<file path="src/rtl/pdf_date_to_iso8601_macros.svh">
// ----------------------------------------------------------------------------
// pdf date to iso-8601 assertion macros
// shared property wrappers, clocked on clk_i and disabled while in reset
// ----------------------------------------------------------------------------
`ifndef PDF_DATE_TO_ISO8601_MACROS_SVH
`define PDF_DATE_TO_ISO8601_MACROS_SVH

// same-cycle implication
`define PD2ISO_ASSERT_NOW(lbl, ante, cons, msg) \
  lbl: assert property (@(posedge clk_i) disable iff (!rst_ni) (ante) |-> (cons)) \
    else $error(msg);

// next-cycle implication
`define PD2ISO_ASSERT_NEXT(lbl, ante, cons, msg) \
  lbl: assert property (@(posedge clk_i) disable iff (!rst_ni) (ante) |=> (cons)) \
    else $error(msg);

`endif

</file>
<file path="src/rtl/pd2iso_pkg.sv">
// ----------------------------------------------------------------------------
// pd2iso_pkg
// types, character codes and slot table shared by the date converter
// ----------------------------------------------------------------------------
`default_nettype none

package pd2iso_pkg;

  localparam int unsigned ISO_MAX = 24;
  localparam int unsigned IN_MAX  = 23;
  localparam int unsigned LEN_W   = 5;

  localparam logic [7:0] CH_D     = 8'h44;
  localparam logic [7:0] CH_COLON = 8'h3A;
  localparam logic [7:0] CH_Z     = 8'h5A;
  localparam logic [7:0] CH_T     = 8'h54;
  localparam logic [7:0] CH_PLUS  = 8'h2B;
  localparam logic [7:0] CH_MINUS = 8'h2D;
  localparam logic [7:0] CH_QUOTE = 8'h27;
  localparam logic [7:0] CH_ZERO  = 8'h30;
  localparam logic [7:0] CH_NINE  = 8'h39;

  // input positions of the grammar
  localparam logic [LEN_W-1:0] POS_PREFIX  = 5'd0;
  localparam logic [LEN_W-1:0] POS_COLON   = 5'd1;
  localparam logic [LEN_W-1:0] POS_DIG_END = 5'd15;
  localparam logic [LEN_W-1:0] POS_TZ      = 5'd16;
  localparam logic [LEN_W-1:0] POS_OFS_H0  = 5'd17;
  localparam logic [LEN_W-1:0] POS_OFS_H1  = 5'd18;
  localparam logic [LEN_W-1:0] POS_OFS_Q0  = 5'd19;
  localparam logic [LEN_W-1:0] POS_OFS_M0  = 5'd20;
  localparam logic [LEN_W-1:0] POS_OFS_M1  = 5'd21;
  localparam logic [LEN_W-1:0] POS_OFS_Q1  = 5'd22;
  localparam logic [LEN_W-1:0] POS_LIMIT   = 5'd23;

  typedef enum logic [1:0] {
    TZ_NONE   = 2'd0,
    TZ_ZULU   = 2'd1,
    TZ_OFFSET = 2'd2
  } tz_e;

  typedef struct packed {
    logic                           ok;
    logic [LEN_W-1:0]               len;
    logic [ISO_MAX-1:0][7:0]        chars;
  } frame_t;

  typedef struct packed {
    logic full;
    logic empty;
  } q_status_t;

  // output slot of the digit at input positions 2..15
  function automatic logic [LEN_W-1:0] digit_slot(input logic [3:0] p);
    logic [LEN_W-1:0] s;
    unique case (p)
      4'd3:    s = 5'd1;
      4'd4:    s = 5'd2;
      4'd5:    s = 5'd3;
      4'd6:    s = 5'd5;
      4'd7:    s = 5'd6;
      4'd8:    s = 5'd8;
      4'd9:    s = 5'd9;
      4'd10:   s = 5'd11;
      4'd11:   s = 5'd12;
      4'd12:   s = 5'd14;
      4'd13:   s = 5'd15;
      4'd14:   s = 5'd17;
      4'd15:   s = 5'd18;
      default: s = 5'd0;
    endcase
    return s;
  endfunction

endpackage

`default_nettype wire

</file>
<file path="src/rtl/pd2iso_front.sv">
// ----------------------------------------------------------------------------
// pd2iso_front
// grammar check and iso text assembly, one byte per cycle unless queue full
// ----------------------------------------------------------------------------
`default_nettype none

module pd2iso_front (
  input  wire logic              clk_i,
  input  wire logic              rst_ni,
  input  wire logic              in_valid_i,
  output logic                   in_ready_o,
  input  wire logic [7:0]        in_char_i,
  input  wire logic              in_last_i,
  input  wire pd2iso_pkg::q_status_t q_status_i,
  output logic                   push_o,
  output pd2iso_pkg::frame_t     frame_o
);
  import pd2iso_pkg::*;

  logic [LEN_W-1:0]        pos_q, pos_d;
  tz_e                     tz_q, tz_d;
  logic                    err_q, err_d;
  logic [LEN_W-1:0]        len_q, len_d;
  logic [ISO_MAX-1:0][7:0] chars_q, chars_d;
  logic                    ok;
  logic                    is_dig;
  logic [LEN_W-1:0]        slot;
  logic [7:0]              sep;
  logic                    boundary;
  logic                    take;

  assign in_ready_o = !q_status_i.full;
  assign take       = in_valid_i && in_ready_o;
  assign is_dig     = (in_char_i >= CH_ZERO) && (in_char_i <= CH_NINE);
  assign slot       = digit_slot(pos_q[3:0]);
  assign sep        = (pos_q == 5'd10) ? CH_T : ((pos_q >= 5'd12) ? CH_COLON : CH_MINUS);

  always_comb begin
    pos_d   = pos_q;
    tz_d    = tz_q;
    err_d   = err_q;
    len_d   = len_q;
    chars_d = chars_q;
    ok      = 1'b0;
    if (pos_q >= POS_LIMIT) begin
      ok = 1'b0;
    end else if (pos_q == POS_PREFIX) begin
      ok = (in_char_i == CH_D);
    end else if (pos_q == POS_COLON) begin
      ok = (in_char_i == CH_COLON);
    end else if (pos_q <= POS_DIG_END) begin
      ok = is_dig;
      if (is_dig) begin
        if (pos_q >= 5'd6 && !pos_q[0]) begin
          chars_d[slot - 5'd1] = sep;
        end
        chars_d[slot] = in_char_i;
        if (pos_q >= 5'd5 && pos_q[0]) begin
          len_d = slot + 5'd1;
        end
      end
    end else if (pos_q == POS_TZ) begin
      if (in_char_i == CH_Z) begin
        ok          = 1'b1;
        chars_d[19] = in_char_i;
        tz_d        = TZ_ZULU;
        len_d       = 5'd20;
      end else if (in_char_i == CH_PLUS || in_char_i == CH_MINUS) begin
        ok          = 1'b1;
        chars_d[19] = in_char_i;
        tz_d        = TZ_OFFSET;
      end
    end else if (tz_q == TZ_OFFSET) begin
      case (pos_q)
        POS_OFS_H0: begin
          ok          = is_dig;
          chars_d[20] = in_char_i;
        end
        POS_OFS_H1: begin
          ok          = is_dig;
          chars_d[21] = in_char_i;
        end
        POS_OFS_Q0: begin
          ok    = (in_char_i == CH_QUOTE);
          len_d = 5'd22;
        end
        POS_OFS_M0: begin
          ok          = is_dig;
          chars_d[22] = in_char_i;
        end
        POS_OFS_M1: begin
          ok          = is_dig;
          chars_d[23] = in_char_i;
        end
        POS_OFS_Q1: begin
          ok    = (in_char_i == CH_QUOTE);
          len_d = 5'd24;
        end
        default: ok = 1'b0;
      endcase
    end
    // errors freeze everything until the final byte
    if (err_q) begin
      tz_d    = tz_q;
      len_d   = len_q;
      chars_d = chars_q;
    end else if (ok) begin
      pos_d = pos_q + 5'd1;
    end else begin
      tz_d    = tz_q;
      len_d   = len_q;
      chars_d = chars_q;
      err_d   = 1'b1;
    end
  end

  always_comb begin
    boundary = 1'b0;
    if (pos_d >= 5'd6 && pos_d <= 5'd16 && !pos_d[0]) begin
      boundary = 1'b1;
    end else if (pos_d == 5'd17 && tz_d == TZ_ZULU) begin
      boundary = 1'b1;
    end else if ((pos_d == 5'd20 || pos_d == 5'd23) && tz_d == TZ_OFFSET) begin
      boundary = 1'b1;
    end
  end

  assign push_o        = take && in_last_i;
  assign frame_o.ok    = !err_d && boundary && (len_d != '0);
  assign frame_o.len   = len_d;
  assign frame_o.chars = chars_d;

  always_ff @(posedge clk_i or negedge rst_ni) begin
    if (!rst_ni) begin
      pos_q <= '0;
      tz_q  <= TZ_NONE;
      err_q <= 1'b0;
      len_q <= '0;
    end else if (take) begin
      if (in_last_i) begin
        pos_q <= '0;
        tz_q  <= TZ_NONE;
        err_q <= 1'b0;
        len_q <= '0;
      end else begin
        pos_q <= pos_d;
        tz_q  <= tz_d;
        err_q <= err_d;
        len_q <= len_d;
      end
    end
  end

  always_ff @(posedge clk_i) begin
    if (take) begin
      chars_q <= chars_d;
    end
  end

endmodule

`default_nettype wire

</file>
<file path="src/rtl/pd2iso_queue.sv">
// ----------------------------------------------------------------------------
// pd2iso_queue
// short queue of finished strings between the parser and the emitter
// ----------------------------------------------------------------------------
`default_nettype none

module pd2iso_queue #(
  parameter int unsigned DEPTH = 2
) (
  input  wire logic                  clk_i,
  input  wire logic                  rst_ni,
  input  wire logic                  push_i,
  input  wire pd2iso_pkg::frame_t    frame_i,
  input  wire logic                  pop_i,
  output pd2iso_pkg::frame_t         head_o,
  output pd2iso_pkg::q_status_t      status_o
);
  import pd2iso_pkg::*;

  localparam int unsigned PTR_W = (DEPTH > 1) ? $clog2(DEPTH) : 1;
  localparam int unsigned CNT_W = $clog2(DEPTH + 1);

  frame_t             mem_q [DEPTH];
  logic [PTR_W-1:0]   wr_q, rd_q;
  logic [CNT_W-1:0]   cnt_q;
  logic               do_push, do_pop;

  assign status_o.full  = (cnt_q == CNT_W'(DEPTH));
  assign status_o.empty = (cnt_q == '0);
  assign do_push        = push_i && !status_o.full;
  assign do_pop         = pop_i && !status_o.empty;
  assign head_o         = mem_q[rd_q];

  always_ff @(posedge clk_i or negedge rst_ni) begin
    if (!rst_ni) begin
      wr_q  <= '0;
      rd_q  <= '0;
      cnt_q <= '0;
    end else begin
      if (do_push) begin
        wr_q <= (wr_q == PTR_W'(DEPTH - 1)) ? '0 : wr_q + PTR_W'(1);
      end
      if (do_pop) begin
        rd_q <= (rd_q == PTR_W'(DEPTH - 1)) ? '0 : rd_q + PTR_W'(1);
      end
      if (do_push && !do_pop) begin
        cnt_q <= cnt_q + CNT_W'(1);
      end else if (do_pop && !do_push) begin
        cnt_q <= cnt_q - CNT_W'(1);
      end
    end
  end

  always_ff @(posedge clk_i) begin
    if (do_push) begin
      mem_q[wr_q] <= frame_i;
    end
  end

endmodule

`default_nettype wire

</file>
<file path="src/rtl/pd2iso_back.sv">
// ----------------------------------------------------------------------------
// pd2iso_back
// emitter walking a finished string out one character per cycle while ready
// ----------------------------------------------------------------------------
`default_nettype none

module pd2iso_back (
  input  wire logic                  clk_i,
  input  wire logic                  rst_ni,
  input  wire pd2iso_pkg::frame_t    head_i,
  input  wire pd2iso_pkg::q_status_t q_status_i,
  output logic                       pop_o,
  output logic                       out_valid_o,
  input  wire logic                  out_ready_i,
  output logic [7:0]                 out_char_o,
  output logic                       out_ok_o,
  output logic                       out_last_o
);
  import pd2iso_pkg::*;

  logic [LEN_W-1:0] idx_q, idx_d;
  logic             vld_q;
  logic [7:0]       char_q;
  logic             ok_q, last_q;
  logic             issue;
  logic             is_end;

  assign issue  = !q_status_i.empty && (!vld_q || out_ready_i);
  assign is_end = !head_i.ok || (idx_q == head_i.len - 5'd1);
  assign pop_o  = issue && is_end;
  assign idx_d  = is_end ? '0 : idx_q + 5'd1;

  always_ff @(posedge clk_i or negedge rst_ni) begin
    if (!rst_ni) begin
      idx_q <= '0;
      vld_q <= 1'b0;
    end else begin
      if (issue) begin
        idx_q <= idx_d;
        vld_q <= 1'b1;
      end else if (out_ready_i) begin
        vld_q <= 1'b0;
      end
    end
  end

  always_ff @(posedge clk_i) begin
    if (issue) begin
      char_q <= head_i.ok ? head_i.chars[idx_q] : 8'h00;
      ok_q   <= head_i.ok;
      last_q <= is_end;
    end
  end

  assign out_valid_o = vld_q;
  assign out_char_o  = char_q;
  assign out_ok_o    = ok_q;
  assign out_last_o  = last_q;

endmodule

`default_nettype wire

</file>
<file path="src/rtl/pdf_date_to_iso8601.sv">
// ----------------------------------------------------------------------------
// pdf_date_to_iso8601
// converts a pdf date string into iso-8601 text
// ----------------------------------------------------------------------------
// usage
//   s_axis carries one byte of the date string per request, tlast on the
//   final byte; one byte is taken every cycle while the string queue has room
//   m_axis returns the iso text one character per request, tuser[0] high
//   when the string parsed and tlast on the final character; a bad string
//   gives a single request with tdata 0, tuser 0 and tlast 1
//   the finished string is written into the queue, then its first character
//   into the output register; then one per cycle while m_axis is ready
//   throughput: one input byte per cycle, set by the parser; strings that
//   arrive faster than their runs drain are held in a QUEUE_DEPTH deep queue,
//   and s_axis_tready drops while that queue is full
//   reset clears parser, queue and output register; no clearing pass
//   a stall on m_axis holds the current character and lets bytes keep
//   arriving until the queue fills
// ----------------------------------------------------------------------------
`default_nettype none

module pdf_date_to_iso8601 #(
  parameter int unsigned QUEUE_DEPTH = 2
) (
  input  wire logic       clk_i,
  input  wire logic       rst_ni,
  input  wire logic       s_axis_tvalid,
  output logic            s_axis_tready,
  input  wire logic [7:0] s_axis_tdata,   // [7:0] in_char
  input  wire logic       s_axis_tlast,
  output logic            m_axis_tvalid,
  input  wire logic       m_axis_tready,
  output logic [7:0]      m_axis_tdata,   // [7:0] out_char
  output logic [0:0]      m_axis_tuser,   // [0] out_ok
  output logic            m_axis_tlast
);
  import pd2iso_pkg::*;

  frame_t    frame_in, head;
  q_status_t q_status;
  logic      push, pop;
  logic      out_ok;

  pd2iso_front u_front (
    .clk_i      (clk_i),
    .rst_ni     (rst_ni),
    .in_valid_i (s_axis_tvalid),
    .in_ready_o (s_axis_tready),
    .in_char_i  (s_axis_tdata),
    .in_last_i  (s_axis_tlast),
    .q_status_i (q_status),
    .push_o     (push),
    .frame_o    (frame_in)
  );

  pd2iso_queue #(
    .DEPTH (QUEUE_DEPTH)
  ) u_queue (
    .clk_i    (clk_i),
    .rst_ni   (rst_ni),
    .push_i   (push),
    .frame_i  (frame_in),
    .pop_i    (pop),
    .head_o   (head),
    .status_o (q_status)
  );

  pd2iso_back u_back (
    .clk_i       (clk_i),
    .rst_ni      (rst_ni),
    .head_i      (head),
    .q_status_i  (q_status),
    .pop_o       (pop),
    .out_valid_o (m_axis_tvalid),
    .out_ready_i (m_axis_tready),
    .out_char_o  (m_axis_tdata),
    .out_ok_o    (out_ok),
    .out_last_o  (m_axis_tlast)
  );

  assign m_axis_tuser = out_ok;

`include "pdf_date_to_iso8601_macros.svh"

  `PD2ISO_ASSERT_NOW(a_bad_single, m_axis_tvalid && !m_axis_tuser[0], m_axis_tlast && (m_axis_tdata == 8'h00), "failed string not a single zero request")
  `PD2ISO_ASSERT_NOW(a_no_push_full, push, !q_status.full, "string pushed into full queue")
  `PD2ISO_ASSERT_NEXT(a_push_lands, s_axis_tvalid && s_axis_tready && s_axis_tlast, !q_status.empty, "finished string missing from queue")
  `PD2ISO_ASSERT_NOW(a_pop_nonempty, pop, !q_status.empty, "pop from empty queue")

endmodule

`default_nettype wire

</file>
<file path="config.mk">
export PLATFORM = sky130hd
export DESIGN_NAME = pdf_date_to_iso8601
export DESIGN_NICKNAME = d
export VERILOG_FILES = /design/src/rtl/pd2iso_pkg.sv /design/src/rtl/pd2iso_front.sv /design/src/rtl/pd2iso_queue.sv /design/src/rtl/pd2iso_back.sv /design/src/rtl/pdf_date_to_iso8601.sv
export VERILOG_INCLUDE_DIRS = /design/src /design/src/rtl
export SDC_FILE = /design/constraint.sdc
export NUM_CORES = 1
export LEC_CHECK = 0
export BUFFER_PORTS_ARGS = -buffer_cell sky130_fd_sc_hd__buf_2
export CAP_MARGIN = 20
export CELL_PAD_IN_SITES_DETAIL_PLACEMENT = 0
export CELL_PAD_IN_SITES_GLOBAL_PLACEMENT = 2
export CORE_MARGIN = 8
export CORE_UTILIZATION = 35
export DETAILED_ROUTE_END_ITERATION = 8
export PLACE_DENSITY_LB_ADDON = 0.1
export REMOVE_ABC_BUFFERS = 1
export SYNTH_ARGS = -nofsm -noshare
export SYNTH_HDL_FRONTEND = slang
export SYNTH_HIERARCHICAL = 1
export SYNTH_SLANG_ARGS = --single-unit
export TNS_END_PERCENT = 30
</file>
<file path="constraint.sdc">
create_clock -name clk_i -period 14.5 [get_ports clk_i]
set_input_delay 0.725 -clock clk_i [delete_from_list [all_inputs] [get_ports clk_i]]
set_output_delay 0.725 -clock clk_i [all_outputs]
set_load 0.01 [all_outputs]
</file>
## Yosys cells after proc, flatten, opt, wreduce, memory -nomap -nowiden

Memories as Yosys holds them, arrays and structs flattened.
Cells that the tools add are included.

| storage, ports and cells | value |
|---|---|
| bits in read-only memories | 80 |
| word-level logic and storage cells | 206 |
| bits in writable memories | 396 |
| bits of input ports | 13 |
| register bits | 225 |
| memories kept | 2 |
| output and inout port bits | 12 |

| operators by class | value |
|---|---|
| add/subtract/negate cells | 9 |
| multiplexer cells | 83 |
| magnitude comparators | 14 |
| equality and inequality tests | 23 |
| reductions and logical operators | 39 |

Memories:

| name | words | width | rd ports | clocked after Yosys merged registers in | write ports | line | text |
|---|---|---|---|---|---|---|---|
| u_queue.mem_q | 2 | 198 | 1 | 0 | 1 | pd2iso_queue.sv:23 | `frame_t mem_q [DEPTH];` |
| (name not given) | 16 | 5 | 1 | 0 | 0 | pd2iso_pkg.sv:56 | `unique case (p)` |

Operators by type and width:

| cell | number |
|---|---|
| $mux W192 | 12 |
| $bwmux W192 | 2 |
| $mux W152 | 1 |
| $mux W8 | 11 |
| $mux W5 | 17 |
| $demux W8 S5 | 2 |
| $mux W32 | 2 |
| $eq A5 B5 Y1 const B | 10 |
| $bmux W8 S5 | 1 |
| $mux W40 | 1 |
| $eq A8 B6 Y1 const B | 4 |
| $mux W2 | 12 |
| $mux W1 | 20 |
| $logic_and A1 B1 Y1 | 19 |
| $lt A5 B6 Y1 const B | 3 |
| $eq A8 B7 Y1 const B | 2 |
| $add A5 B1 Y5 const B | 3 |
| $ge A5 B3 Y1 const B | 3 |
| $ge A5 B1 Y1 const B | 2 |
| $pmux W5 S2 | 1 |
| $sub A5 B1 Y5 const B | 2 |
| $logic_not A1 Y1 | 9 |
| $ge A8 B6 Y1 const B | 1 |
| $le A8 B6 Y1 const B | 1 |
| 20 further kinds | 27 |

## Depth between registers and ports, before layout

Gate-level depths: netlist of the first run.
An unclocked memory read counts as a cell.

| depth | value |
|---|---|
| depth in word-level cells | 21 |
| depth in mapped cells | 17 |
| depth with buffers taken out | 13 |

## By module

The synthesis of the first run kept the hierarchy.

Modules (own cells, without submodules):

| module | cells an instance | instances | sequential area each (um^2) | area each (um^2) |
|---|---|---|---|---|
| pd2iso_queue | 635 | 1 | 11991.5 | 14890.5 |
| pd2iso_front | 945 | 1 | 6090.8 | 10725.3 |
| pd2iso_back | 175 | 1 | 450.4 | 2374.8 |

## Worst setup path after synthesis of the first run

OpenSTA, ideal clock, no wires.

| timing | value |
|---|---|
| kind | input -> register |
| from | input s_axis_tvalid |
| to | memory u_queue/mem_q[0][0] (netlist name), enable pin |
| buffers on the path | 0 |
| arrival time | 13.376 ns |
| library setup time | 0.759 ns |
| stages | 5 |
| setup slack | 0.364 ns |
| data required time | 13.741 ns |
| path through | nand2_1 -> inv_1 -> and2_1 -> nand2_1 -> nor2_1 |

| between the ends | value |
|---|---|
| longest elaborated chain between the ends | 5 |

RTL lines:

| what | line | text |
|---|---|---|
| start, declared | pdf_date_to_iso8601.sv:27 | `input wire logic s_axis_tvalid,` |
| $logic_and A1 B1 Y1 | pd2iso_front.sv:33 | `assign take = in_valid_i && in_ready_o;` |
| net u_front.take | pd2iso_front.sv:30 | `logic take;` |
| $logic_and A1 B1 Y1 | pd2iso_front.sv:128 | `assign push_o = take && in_last_i;` |
| net push | pdf_date_to_iso8601.sv:41 | `logic push, pop;` |
| $logic_and A1 B1 Y1 | pd2iso_queue.sv:30 | `assign do_push = push_i && !status_o.full;` |
| $mux W1 | pd2iso_queue.sv:55 | `if (do_push) begin` |
| $mux W1 (not written as such) | pd2iso_queue.sv:56 | `mem_q[wr_q] <= frame_i;` |
| end, declared | pd2iso_queue.sv:23 |  |

The timed path passes the listed nets, and every way through them passes these cells.

==> flow_summary.json, run 1 <==
{
  "ctsResizeCount": 0,
  "p_leak_nw": 8.49,
  "cp-start-kind": "flip-flop",
  "synth_edf_count": 598,
  "rrSetupSlack_ps": 9120,
  "clk_pin_slew_ps": 60,
  "grt_pass1_wl_um": 113000,
  "hold_buffers": 0,
  "tns_ps": 0,
  "core-area_um2": 79100,
  "hold_slack_ps": 126,
  "rsz0062_at_grt": "no",
  "r2r_cells": 14,
  "end_kind": "flip-flop",
  "wirelength_um": 76300,
  "path_max_fanout": 23,
  "cp_data_required_time_ps": 14900,
  "p_per_area_nw_per_um2": 148,
  "netlist_area_um2": 28000,
  "grt_max_degree": 119,
  "clock_latency_ps": 620,
  "cts_buffers": 72,
  "ir_drop_uv": 134,
  "maxSlewViolCount": 0,
  "dieArea_um2": 89300,
  "r2r_start": "u_front/pos_q[1]",
  "status": "completed",
  "grt.overflow.total": 0,
  "pre_cts_ws_ps": 9180,
  "dr.pass1.iters": 5,
  "cts_max_path_buffers": 3,
  "fin_nets": 1814,
  "start_util_pct": 35.4,
  "hpwl_um": 46500,
  "stdcell_area_um2": 31300,
  "period_needed_ps": 5380,
  "place_area_um2": 29100,
  "r2r-end": "u_front/chars_q[89]",
  "ys_ff_latch": 621,
  "rows": 103,
  "drtIter0Drc": 1127,
  "crit_end": "u_front/chars_q[89]",
  "ys_types": 92,
  "n_antenna_cell": 0,
  "critPathArrivalTime_ps": 5780,
  "grt_antenna_before_repair": 1,
  "ioPinCount": 25,
  "finalWorstSetupSlack_ps": 9120,
  "cts_setup_buffers": 0,
  "min-delay-path-class": "in -> async",
  "die_height_um": 299,
  "synthCells": 1755,
  "cts_max_level": 3,
  "post_drt_wl_per_cell_um": 26.4,
  "worst_pin_slew_ps": 1130,
  "root_buffer": "clkbuf_16",
  "die_x_um": 299,
  "synthArstFlopShare_pct": 3.70,
  "crit_path_start": "u_front/pos_q[1]",
  "viasPerCell": 5.41,
  "avgSynthCellArea_um2": 15.9,
  "yosysSeqAreaShare_pct": 66.2,
  "ys.flop_type": "edfxtp_1",
  "drive_gt1_share_pct": 24.9,
  "grt_pass1_vias": 16174,
  "drc": 0,
  "fin_worst_skew_ps": 21.6,
  "critical_path_class": "reg -> reg",
  "hold_viol_final": 0,
  "io_buffers": 24,
  "max-slew-margin-rel_pct": 24.6,
  "place_congestion": 0.781,
  "grt.total_usage_pct": 16.8,
  "tritoncts": "built",
  "yosys_warnings": 6,
  "syn_to_final_growth_pct": 11.8,
  "vias": 15649,
  "finalCritPeriodShare_pct": 37.1,
  "ant_nets": 0,
  "setup_viol": 0,
  "maxClockFrequency_mhz": 186,
  "cap_violations": 0,
  "clock-sinks": 621
}
-- worst min-delay path by stage --
stage / endpoint / slack, ps / depth (start not counted)
3_3_place_gp: u_queue/cnt_q[1] / 500 / 1
6_report: u_queue/cnt_q[1] / 130 / 1
3_5_place_dp: u_front/len_q[0] / 520 / 1
5_1_grt: u_queue/cnt_q[1] / 140 / 1
4_1_cts: u_queue/cnt_q[1] / 100 / 1
2_1_floorplan: u_back/idx_q[0] / 430 / 0
-- cells in the mapped netlist (4+ instances only) --
cell / number / area [um2]
mux2_4: 100 / 1500
mux2i_1: 8 / 80.1
nand3_1: 28 / 140
a21oi_2: 8 / 70.1
or2_2: 24 / 150
o21a_1: 7 / 52.6
mux4_1: 13 / 342
nor2_1: 59 / 221
nor2b_1: 42 / 263
o31ai_1: 8 / 60.1
a2bb2oi_1: 37 / 324
o211ai_1: 8 / 60.1
buf_2: 28 / 140
o22a_1: 33 / 289
nand2_1: 70 / 263
o22ai_1: 62 / 388
xor2_1: 5 / 43.8
ha_1: 16 / 200
or3b_2: 4 / 35.0
nand3b_1: 4 / 30.0
and2_1: 9 / 56.3
o32a_1: 14 / 140
mux4_2: 35 / 788
nand4_1: 7 / 43.8
edfxtp_1: 598 / 18000
inv_1: 48 / 180
o21ai_1: 7 / 35.0
a21oi_1: 71 / 355
dfrtp_1: 23 / 576
a22oi_1: 5 / 37.5
o21ai_0: 50 / 250
nor3_1: 16 / 80.1
xnor2_1: 7 / 61.3
a31oi_1: 7 / 43.8
clkbuf_1: 37 / 139
or3_1: 7 / 43.8
nand2b_1: 9 / 56.3
mux2_2: 109 / 1230
a22o_1: 17 / 149
buf_6: 23 / 259
a21boi_0: 5 / 37.5
and3_1: 11 / 68.8
-- through the flow --
stage	total power, mW	std cells	utilization, %
floorplan	2.87	1657	-
global placement	2.99	2757	36.7
detailed placement	2.99	2759	36.7
CTS	4.73	2890	39.5
global route	4.83	2892	39.6
finish	4.64	2892	39.6
-- critical path, stage by stage (launching register included) --
cell and delay (ps):
dfrtp_1 820, inv_1 200, ha_1 500, o21ai_0 240, nand2_1 250, inv_1 170
ha_1 230, buf_4 240, a41oi_1 410, mux2_2 230, a21oi_1 70, o22ai_2 380
nand3_2 290, a21oi_1 780, a2bb2oi_1 370
-- sequential cells by signal, summed over array words and instances, names as in the netlist, 2 cells and up --
register / flops
u_queue/cnt_q: 2
u_front/pos_q: 5
u_back/idx_q: 5
u_back/out_char_o: 8
u_front/len_q: 5
u_queue/mem_q: 396
u_front/chars_q: 192
u_front/tz_q: 2
-- placed cells by master, fill, tap and decap left out, drive strengths merged, types with 25 or more instances in the layout --
cell / synthesis / final
o22a: 33 / 33
nor2b: 42 / 42
or2: 25 / 25
mux2: 210 / 210
edfxtp: 598 / 598
mux4: 48 / 48
a21oi: 82 / 82
clkbuf: 37 / 101
a2bb2oi: 37 / 37
o21ai: 60 / 60
nor2: 62 / 62
nand3: 30 / 30
clkinv: 2 / 26
nand2: 72 / 72
buf: 59 / 53
inv: 49 / 52
o22ai: 63 / 63
-- per-layer routing --
| metal | routed length (um) | track usage (%) | up-vias |
|---|---|---|---|
| met5 | 0 | 0 | - |
| met4 | 2230 | 5.31 | 0 |
| met3 | 3150 | 3.14 | 121 |
| met2 | 36200 | 27.3 | 350 |
| met1 | 34700 | 22.8 | 8134 |
| li1 | - | - | 7044 |
-- cells by family (layout without fill, tap and decap cells) --
family	after synthesis	count (layout)	synth area share (%)
simple gates	322	322	6.26
xor+xnor	12	12	0.375
flops	621	621	66.2
buf+inv	149	236	2.94
fa+ha+maj	16	16	0.715
compound gates	369	369	9.38
mux	266	266	14.1
-- final cells by class --
type	count	area [um2]
fillers	7339	47800
inverters	51	199
repair buffers	54	364
flip-flops and latches	621	18500
clock inverters	31	251
clock buffers	100	1970
well taps	1050	1310
multi-input cells	985	8670
-- report_power, final --
part           internal [mW]  switching [mW]  leakage (nW)  total (mW)
Sequential              2.13          0.0822          4.29        2.21
Clock                  0.990           0.724          1.07        1.71
Combinational          0.259           0.458          3.13       0.717
Total                   3.38            1.26          8.49        4.64
No activity file was read; power rests on OpenSTA's default activity.
==> inputs of run 2 (changes only) <==
ABC_AREA = 1   (was default)
clock period = 4.52 ns   (was 14.5 ns; I/O delays follow)
==> run 2 against run 1 <==
  * Total power grew to 4.3 times the previous value
  * Worst setup slack worse by 8800 ps
  * Final cell count is 51% higher
  * Clock-buffer cell count is 12 lower
  * Largest power group unchanged
==> flow_summary.json, run 2 <==
{
  "post-route-util_pct": 39.7,
  "placedCellCount": 4226,
  "p_per_area_nw_per_um2": 594,
  "core-area_um2": 85100,
  "path_max_fanout": 7,
  "dieArea_um2": 95600,
  "max-slew-margin-rel_pct": 26.0,
  "viasPerCell": 5.19,
  "synth.most_common_cell": "nand2_1",
  "ys.flop_type": "edfxtp_1",
  "avgSynthCellArea_um2": 9.52,
  "cpMaxStageDelayCell": "dfrtp_1",
  "fin_cells": 4362,
  "path_cells": "inv_2 > ha_1 > inv_1 > o21ai_2 > inv_2 > ha_1 > inv_1 > nor2_1 > nor3_4 > inv_4 > nor2_2 > nand3_1 > nor2_1 > o21ai_0 > o21ai_0",
  "cts_buffers": 73,
  "hold_viol_final": 0,
  "tns_ps": 0,
  "netlist_area_um2": 30100,
  "pre_cts_ws_ps": 409,
  "ir_drop_uv": 519,
  "critical_path_class": "reg -> reg",
  "nFillCells": 8471,
  "hpwl_um": 63200,
  "synthArstFlopShare_pct": 3.70,
  "rows": 107,
  "rsz0062_at_grt": "no",
  "synthCells": 3159,
  "drc": 0,
  "hold_slack_ps": 64.2,
  "clock_latency_ps": 620,
  "io_buffers": 24,
  "rrSetupSlack_ps": 330,
  "grt_pass1_vias": 22273,
  "p_leak_nw": 13.4,
  "yosys-top-cells-area": "edfxtp_1 (60%), nand2_1 (14%), inv_1 (3.2%)",
  "ctsResizeCount": 0,
  "critPathArrivalTime_ps": 4600,
  "status": "completed",
  "yosysSeqAreaShare_pct": 61.6,
  "ys_types": 56,
  "period_needed_ps": 4190,
  "cts_setup_buffers": 0,
  "min-delay-path-class": "in -> reg",
  "grt_max_degree": 101,
  "cts_max_level": 3,
  "syn_to_final_growth_pct": 12.4,
  "grt.overflow.total": 0,
  "end_kind": "flip-flop",
  "cap_violations": 0,
  "cp-start-kind": "flip-flop",
  "wirelength_um": 101000,
  "place_congestion": 0.852,
  "most-common-layout-cells": "nand2_1 (1088), edfxtp_1 (598), inv_1 (254), nor2_1 (184), o21ai_0 (182)",
  "yosysTopAreaCellShare_pct": 59.7,
  "grt.total_usage_pct": 21.0,
  "vias": 22643,
  "die_x_um": 309,
  "ys_ff_latch": 621,
  "drtIter0Drc": 1760,
  "clock-sinks": 621,
  "fin_nets": 3188,
  "final_common_cell": "nand2_1",
  "largest_register": "u_queue/mem_q",
  "hold_buffers": 2,
  "largest_register_ffs": 396,
  "finalWorstSetupSlack_ps": 327,
  "synth_edf_count": 598,
  "cts_max_path_buffers": 3,
  "post_drt_wl_per_cell_um": 23.2,
  "ant_nets": 0,
  "start_util_pct": 35.3,
  "grt_pass1_wl_um": 149000,
  "dr.pass1.iters": 5,
  "die_height_um": 309,
  "synth_top_area_cell": "edfxtp_1",
  "yosys_warnings": 6,
  "r2r_cells": 15,
  "clk_pin_slew_ps": 70,
  "holdPathStages": 3,
  "setup_viol": 0,
  "maxSlewViolCount": 0,
  "grt_antenna_before_repair": 2,
  "worst_pin_slew_ps": 1110,
  "total_power_mw": 20.1,
  "fin_worst_skew_ps": 26.6,
  "root_buffer": "clkbuf_16",
  "drive_gt1_share_pct": 8.36,
  "tritoncts": "built",
  "maxClockFrequency_mhz": 238,
  "crit_path_max_incr_delay_ps": 510,
  "cp_data_required_time_ps": 4930,
  "yosys-top-cells-count": "nand2_1 (1088), edfxtp_1 (598), inv_1 (256)",
  "stdcell_area_um2": 33800,
  "finalCritPeriodShare_pct": 92.8,
  "place_area_um2": 31500,
  "ioPinCount": 25
}
run 2: cell types whose count changed in the layout (fill, tap and decap cells not counted), sizes merged, moves of 25 or more:
cell | previous run | this run
a21oi | 82 | 176
mux2 | 210 | 1
buf | 53 | 87
mux4 | 48 | 0
nor2 | 62 | 199
inv | 52 | 286
nand3 | 30 | 134
a2bb2oi | 37 | 0
nor2b | 42 | 0
or2 | 25 | 0
nand2 | 72 | 1104
o22a | 33 | 3
o21ai | 60 | 241
run 2: critical path: cells and delay by family (launching register included):
family | cells | cell delay, ps
compound gates | 3 | 610
fa+ha+maj | 2 | 610
buf+inv | 5 | 660
flops | 1 | 510
simple gates | 5 | 1580
run 2: kinds of logic after synthesis:
group                      after synthesis  synth area share [%]
xor gates and xnor gates                 9                 0.287
AOI/OAI and AO/OA                      585                  11.2
muxes                                    2                0.0707
DFF                                    621                  61.6
adders and majority gates               16                 0.665
and+or+nand+nor                       1475                  19.7
buffers and inverters                  451                  6.48
run 2: layout make-up:
cell class / instances / area [um2] / share of cell area [%]
tap: 1144 / 1430 / 4.23
clock inverter: 44 / 384 / 1.14
timing repair buffer: 89 / 776 / 2.29
clock buffer: 88 / 1950 / 5.76
antenna: 2 / 5.00 / 0.0148
inverter: 287 / 1110 / 3.28
multi-input combinational: 2087 / 9620 / 28.4
sequential: 621 / 18500 / 54.8
run 2: report_power, final:
group / internal, mW / switching (mW)
Clock: 3.41 / 2.42
Combinational: 1.51 / 4.48
Sequential: 7.90 / 0.358
Total: 12.8 / 7.26
run 2: final timing paths:
kind / from / endpoint
worst min register to register: u_queue/wr_q / u_queue/wr_q
worst max-delay path: u_front/pos_q[1] / u_front/chars_q[165]
worst max register to register: u_front/pos_q[1] / u_front/chars_q[165]
min in group asynchronous: rst_ni / u_back/idx_q[0]
max in group asynchronous: rst_ni / u_queue/rd_q
worst min-delay path: s_axis_tvalid / u_front/err_q
run 2: routing by layer:
metal | track usage, % | share of wire (%) | vias to the layer above | wire length [um]
met5 | 0 | 0 | - | 0
met4 | 7.63 | 3.2 | 0 | 3260
met3 | 3.40 | 5.5 | 154 | 5520
met2 | 34.0 | 47 | 639 | 47100
met1 | 28.4 | 45 | 11132 | 45100
li1 | - | - | 10718 | -
